File: config.mk
export PLATFORM = sky130hd
export DESIGN_NAME = stks_cell
export DESIGN_NICKNAME = d
export VERILOG_FILES = /design/src/sv/stks_pkg.sv /design/src/sv/stks_cell.sv
export SDC_FILE = /design/constraint.sdc
export NUM_CORES = 1
export LEC_CHECK = 0
export BUFFER_PORTS_ARGS = -buffer_cell sky130_fd_sc_hd__buf_2
export CAP_MARGIN = 15
export CELL_PAD_IN_SITES_DETAIL_PLACEMENT = 1
export CELL_PAD_IN_SITES_GLOBAL_PLACEMENT = 2
export CORE_MARGIN = 4
export CORE_UTILIZATION = 26
export DETAILED_ROUTE_END_ITERATION = 12
export HOLD_SLACK_MARGIN = 0.08
export PLACE_DENSITY = 0.75
export SLEW_MARGIN = 15
export SYNTH_ARGS = -nofsm -noshare
export SYNTH_HDL_FRONTEND = slang
export SYNTH_SLANG_ARGS = --single-unit
File: constraint.sdc
create_clock -name clk -period 7.3 [get_ports clk]
set_input_delay 0.365 -clock clk [delete_from_list [all_inputs] [get_ports clk]]
set_output_delay 0.365 -clock clk [all_outputs]
set_load 0.005 [all_outputs]
File: src/sv/stks_pkg.sv
// shared constants and types for the streaming top-k selector
`timescale 1ns / 1ps

package stks_pkg;

    // default sizing
    localparam int MAX_K_DEF   = 32;
    localparam int ID_BITS_DEF = 24;

    // fixed field widths
    localparam int SCORE_W = 32;
    localparam int DOC_W   = 24;
    localparam int CFG_W   = 6;

    // value of k after reset
    localparam logic [CFG_W-1:0] K_RESET = 6'd10;

    // per-cell control
    typedef struct packed {
        logic en;     // cell lies inside the active k
        logic clr;    // drop the held entry
        logic drain;  // take the neighbor entry (output sweep)
        logic ins;    // candidate insertion
    } cell_ctrl_t;

endpackage

File: src/sv/stks_cell.sv
// one slot of the sorted list: compare against the candidate and shift
`timescale 1ns / 1ps

module stks_cell #(
    parameter int ID_W = stks_pkg::ID_BITS_DEF
) (
    input  logic                              clk,
    input  logic                              rst_n,
    input  stks_pkg::cell_ctrl_t              ctrl,
    input  logic signed [stks_pkg::SCORE_W-1:0] cand_score,
    input  logic [ID_W-1:0]                   cand_id,
    input  logic                              prev_valid,
    input  logic signed [stks_pkg::SCORE_W-1:0] prev_score,
    input  logic [ID_W-1:0]                   prev_id,
    input  logic                              prev_win,
    output logic                              valid,
    output logic signed [stks_pkg::SCORE_W-1:0] score,
    output logic [ID_W-1:0]                   id,
    output logic                              win
);

    logic                              valid_reg;
    logic                              valid_next;
    logic signed [stks_pkg::SCORE_W-1:0] score_reg;
    logic signed [stks_pkg::SCORE_W-1:0] score_next;
    logic [ID_W-1:0]                   id_reg;
    logic [ID_W-1:0]                   id_next;

    // candidate ranks above this slot; an empty slot loses to anything
    always_comb
    begin
        win = !valid_reg || (cand_score > score_reg)
            || ((cand_score == score_reg) && (cand_id > id_reg));
    end

    // slot update
    always_comb
    begin
        valid_next = valid_reg;
        score_next = score_reg;
        id_next    = id_reg;
        priority if (ctrl.clr)
        begin
            valid_next = 1'b0;
        end
        else if (ctrl.en && (ctrl.drain || (ctrl.ins && prev_win)))
        begin
            valid_next = prev_valid;
            score_next = prev_score;
            id_next    = prev_id;
        end
        else if (ctrl.en && ctrl.ins && win)
        begin
            valid_next = 1'b1;
            score_next = cand_score;
            id_next    = cand_id;
        end
    end

    // control bit
    always_ff @(posedge clk or negedge rst_n)
    begin
        if (!rst_n)
        begin
            valid_reg <= 1'b0;
        end
        else
        begin
            valid_reg <= valid_next;
        end
    end

    // payload
    always_ff @(posedge clk)
    begin
        score_reg <= score_next;
        id_reg    <= id_next;
    end

    assign valid = valid_reg;
    assign score = score_reg;
    assign id    = id_reg;

endmodule

# Word-level counts from Yosys, hierarchy flattened
# Index checks and enable logic that the tools add are counted.
# Widths: inputs -> output; s select.
# classes
magnitude_cmp	2
eq_ne	1
n_mux	7
bitwise_logic	1
n_reduce_logical	12
# ops
op	n
$mux 32	2
$mux 24	2
$eq 32x32->1	1
$gt 32x32->1	1
$gt 24x24->1	1
$logic_and 1x1->1	5
$logic_or 1x1->1	3
$mux 1	3
$reduce_bool 3->1	1
$reduce_and 2->1	1
$reduce_bool 2->1	1
$logic_not 1->1	1
$not 1->1	1
# totals
reg_bits	57
input_bits	120
out_inout_bits	58
wordCells	26

# Depth between registers and ports, before layout
# depth
depth_word	7
ltp_mapped	8
depth_no_buf	8

# Least setup slack after synthesis
# Ideal clock, no wire load.
# synth_timing
path_kind	reg-to-reg
start	register score_reg (netlist bit score[1])
end	register id_reg[0], in the netlist id[0] (enable)
setup_time_ns	0.624
arrival_time_ns	7.176
t_required_ns	6.676
path_slack_ns	-0.500
stages_incl_launch_ff	9
path_buffers	0
synth_period_minus_slack_ns	7.800
cell_sequence	edfxtp_1 -> inv_1 -> ha_1 -> nor2b_1 -> o211ai_1 -> a2111o_1 -> o211ai_1 -> a221oi_1 -> o41ai_1
# synth_between
elab_chain_len	6
word_cells_on_any_way	8
classes_between	order compare (1); eq/ne (1); reduce/logical (6)
# synth_lines
element	line_no	text
start: declaration	stks_cell.sv:24	logic signed [stks_pkg::SCORE_W-1:0] score_reg;
start signal: assignment	stks_cell.sv:76	score_reg <= score_next;
$gt 32x32->1 / $eq 32x32->1 (equally long branches)	stks_cell.sv:32, stks_cell.sv:33	
$logic_or 1x1->1 / $logic_and 1x1->1 (equally long branches)	stks_cell.sv:32, stks_cell.sv:33	
$logic_or 1x1->1 (*)	stks_cell.sv:33	|| ((cand_score == score_reg) && (cand_id > id_reg));
$logic_and 1x1->1 (*)	stks_cell.sv:52	else if (ctrl.en && ctrl.ins && win)
$reduce_bool 2->1 (no source line) (*)	n/a	
$reduce_and 2->1 (no source line) (*)	n/a	
end signal: assignment	stks_cell.sv:77	id_reg <= id_next;
end: declaration	stks_cell.sv:26	logic [ID_W-1:0] id_reg;
# Mark *: on every way between the ends. The rest lies on a longest branch, timed or not.
# A chain may end at the register's enable or synchronous reset.

# Worst setup path in the final report
# layout_timing
start	register score_reg (netlist bit score[7])
end	register score_reg (netlist bit score[22]) (enable)
# layout_between
elab_chain_len	6
word_cells_on_any_way	8
classes_between	order compare (1); eq/ne (1); reduce/logical (6)
# layout_lines
element	line_no
$gt 32x32->1 / $eq 32x32->1 (equally long branches)	stks_cell.sv:32, stks_cell.sv:33
$logic_or 1x1->1 / $logic_and 1x1->1 (equally long branches)	stks_cell.sv:32, stks_cell.sv:33
$logic_or 1x1->1 (*)	stks_cell.sv:33
$logic_and 1x1->1 (*)	stks_cell.sv:52
$reduce_bool 2->1 (no source line) (*)	n/a
$reduce_and 2->1 (no source line) (*)	n/a
# Marks and branches as above.

==> results by group <==
Outcome
  • Outcome: finished clean

Final layout
  • Nets: 696
  • Most common cell after layout, fill and taps aside: buf_2
  • Commonest cells after routing, fill and taps aside: buf_2 (177), inv_1 (62), mux2_2 (56), ha_1 (56), edfxtp_1 (56)
  • Inserted Diodes: 0
  • Share of cells above drive strength 1: 0.488
  • Design area: about 5300 um^2
  • Area growth syn-to-layout: 37.3%
  • Max reg flops: 32

Global route
  • Total global-route track usage: 0.134
  • Vias in the first global route: 3552
  • Antenna violations before repair: 1
  • GR Util met3: 0.0553
  • Gr ovfl total: 0
  • GRT Max-Usage Layer: met2
  • GRT met2 Usage: 0.229
  • Pin count of the biggest net entering global routing: 59
  • First-pass GRT wire length: roughly 18000 um
  • GR Layer Usage met1: 0.154

Synthesis
  • Flops & latches, synth: 57
  • Post-synthesis cell area: 3890 um^2
  • Syn nets: 511
  • Post-synthesis cell count: 335
  • Ys Warns: 0
  • Yosys cell types: 35
  • Synthesized area per cell: 11.6 um^2
  • Sequential area share after synthesis: 0.439

Place
  • DP Area: 5010 um^2
  • PortBufs: 177
  • Routability Congestion: 0.778
  • Post-place setup slack: 4030 ps
  • Post-DP HPWL: 9330 um

Setup path
  • CP Launch Type: register
  • Crit-path leading delay family: simple AND/OR/NAND/NOR gates
  • Data arrival, critical path: just over 3000 ps
  • Buf/Inv on CP: 2
  • Crit path depth: 9
  • Critical path cell sequence: inv_1 -> ha_1 -> nand4_1 -> nor4_1 -> o311ai_2 -> nand2_1 -> a41oi_1 -> o41ai_4 -> buf_4
  • Crit path required time: 7260 ps
  • Worst Path Max Fanout: 56
  • Critical path's slowest cell: buf_4
  • CP peak stage delay: about 700 ps
  • Nature of the critical path endpoint: register
  • FF-to-FF path depth: 9
  • WS Path Type: reg -> reg

Pwr
  • NetSw: 281 uW
  • Power Density: between 200 and 250 nW/um^2
  • Clock power frac: 0.412
  • Flop pwr share: 0.381
  • Gate power share: 0.207
  • Final Power: about 1.1 mW
  • Leakage Power: 2.58 nW
  • Power Internal: 802 uW
  • VDD IR max: approximately 0.089 mV
  • Sw Ratio: 0.260

STA
  • Worst slew pin tran: 795 ps
  • Final hold vios: 0
  • Min cycle time layout: approximately 3100 ps
  • Slew Limit Fails: 0
  • Final Worst Setup Slack: 4170 ps
  • Final setup TNS: 0 ps
  • Fin crit share: 0.428
  • Final setup fails: 0
  • FMAX: 320 MHz
  • Max_slew headroom: 0.470
  • RSZ-0062 raised after global routing: no
  • Clock Skews: about 5.6 ps

Drt
  • Total detailed-routing wirelength: around 11000 um
  • Vias: 3242
  • WL per Instance: between 15 and 20 um
  • ANT nets after route: 0
  • Drt drc: 0
  • DR vias/cell: 4.57
  • DRT iter0 DRCs: 64
  • First drt pass iteration count: 4

Die
  • Core ar.: ~15000 um^2
  • Die width: 130 um
  • Starting Density: 0.266
  • Die Ht: 130 um
  • Core Rows: 44
  • IO Count: 178
  • Die Area: 17000 um^2

CTS
  • Cts bufs inserted: 9
  • H-tree depth: 3
  • Clock Sinks: 57
  • Largest buffer count on any clock path: 2
  • Worst-path clk slew: roughly 50 ps
  • Root buffer cell: clkbuf_16
  • Post-CTS setup buffers: 0
  • TritonCTS clock tree: done
  • Clk_lat worst skew: between 300 and 400 ps
  • Cts hold-fix bufs: 1
  • Post-CTS Resized: 0

Flow run
  • Max-cap violations: 0

Min path
  • Hold depth: 2
  • Hold WC Path Type: in -> reg
[cell usage after synthesis, drive strengths merged]
cell     number  share of area
a2111o        1         0.0029
a211oi        4         0.0077
a21o          1         0.0019
a21oi        23          0.030
a221oi        3         0.0068
a22oi         1         0.0019
a41oi         1         0.0023
and2          1         0.0016
and3          1         0.0016
buf           6         0.0064
dfrtp         1         0.0064
edfxtp       56           0.43
ha           56           0.18
inv          62          0.060
mux2         56           0.16
nand2        15          0.014
nand3         4         0.0052
nand4        13          0.023
nor2          7         0.0068
nor2b         2         0.0032
nor4          2         0.0071
o2111a        1         0.0029
o2111ai       1         0.0023
o211ai        2         0.0039
o21a          1         0.0019
o21ai         8          0.010
o21bai        1         0.0019
o311ai        1         0.0042
o32ai         1         0.0023
o41ai         1         0.0023
or2           1         0.0016
or4           1         0.0029
[cells by family after synthesis]
group	Yosys count	share of synthesized area
mux	56	0.162
flops	57	0.439
simple gates	47	0.0670
buf+inv	68	0.0663
fa+ha+maj	56	0.180
compound gates	51	0.0850
[metal layers]
layer | wire (um) | part of all wire | vias to the layer above
met2 | 5620 | 0.49 | 116
met5 | 20 | 0.0018 | -
met3 | 1160 | 0.10 | 10
met4 | 103 | 0.0090 | 2
met1 | 4520 | 0.40 | 1509
li1 | - | - | 1605
[final timing paths]
path                                     from                  end  slack (ps)
max in group asynchronous               rst_n    valid$_DFFE_PN0P_        6880
setup / recovery           score[7]$_DFFE_PP_  score[22]$_DFFE_PP_        4170
setup reg to reg           score[7]$_DFFE_PP_  score[22]$_DFFE_PP_        4170
min in group asynchronous               rst_n    valid$_DFFE_PN0P_         340
hold / removal                        ctrl[2]    valid$_DFFE_PN0P_         300
hold reg to reg             valid$_DFFE_PN0P_    valid$_DFFE_PN0P_         720
[per-stage QoR]
step                instances  hold WS, ps  utilization
floorplan                 335         69.4            -
global placement          692          141        0.344
detailed placement        692          146        0.344
CTS                       709          276        0.366
global route              709          292        0.366
finish                    709          297        0.366
[layout make-up]
type,count,area (um^2)
Clock inverter,7,85.1
Multi-Input combinational cell,210,1940
Fill cell,1669,9260
Tap cell,184,230
Sequential cell,57,1710
Timing Repair Buffer,180,911
Inverter,62,233
Clock buffer,9,225
[power by group through the flow]
stage | logic (mW) | clock network [mW] | registers (mW)
after floorplan | 0.120 | 0 | 0.422
after global placement | 0.223 | 0 | 0.419
after detailed placement | 0.230 | 0 | 0.419
after CTS | 0.232 | 0.465 | 0.413
after global routing | 0.257 | 0.477 | 0.416
final | 0.224 | 0.446 | 0.412
Note: power is estimated with default switching activity, not from simulation.
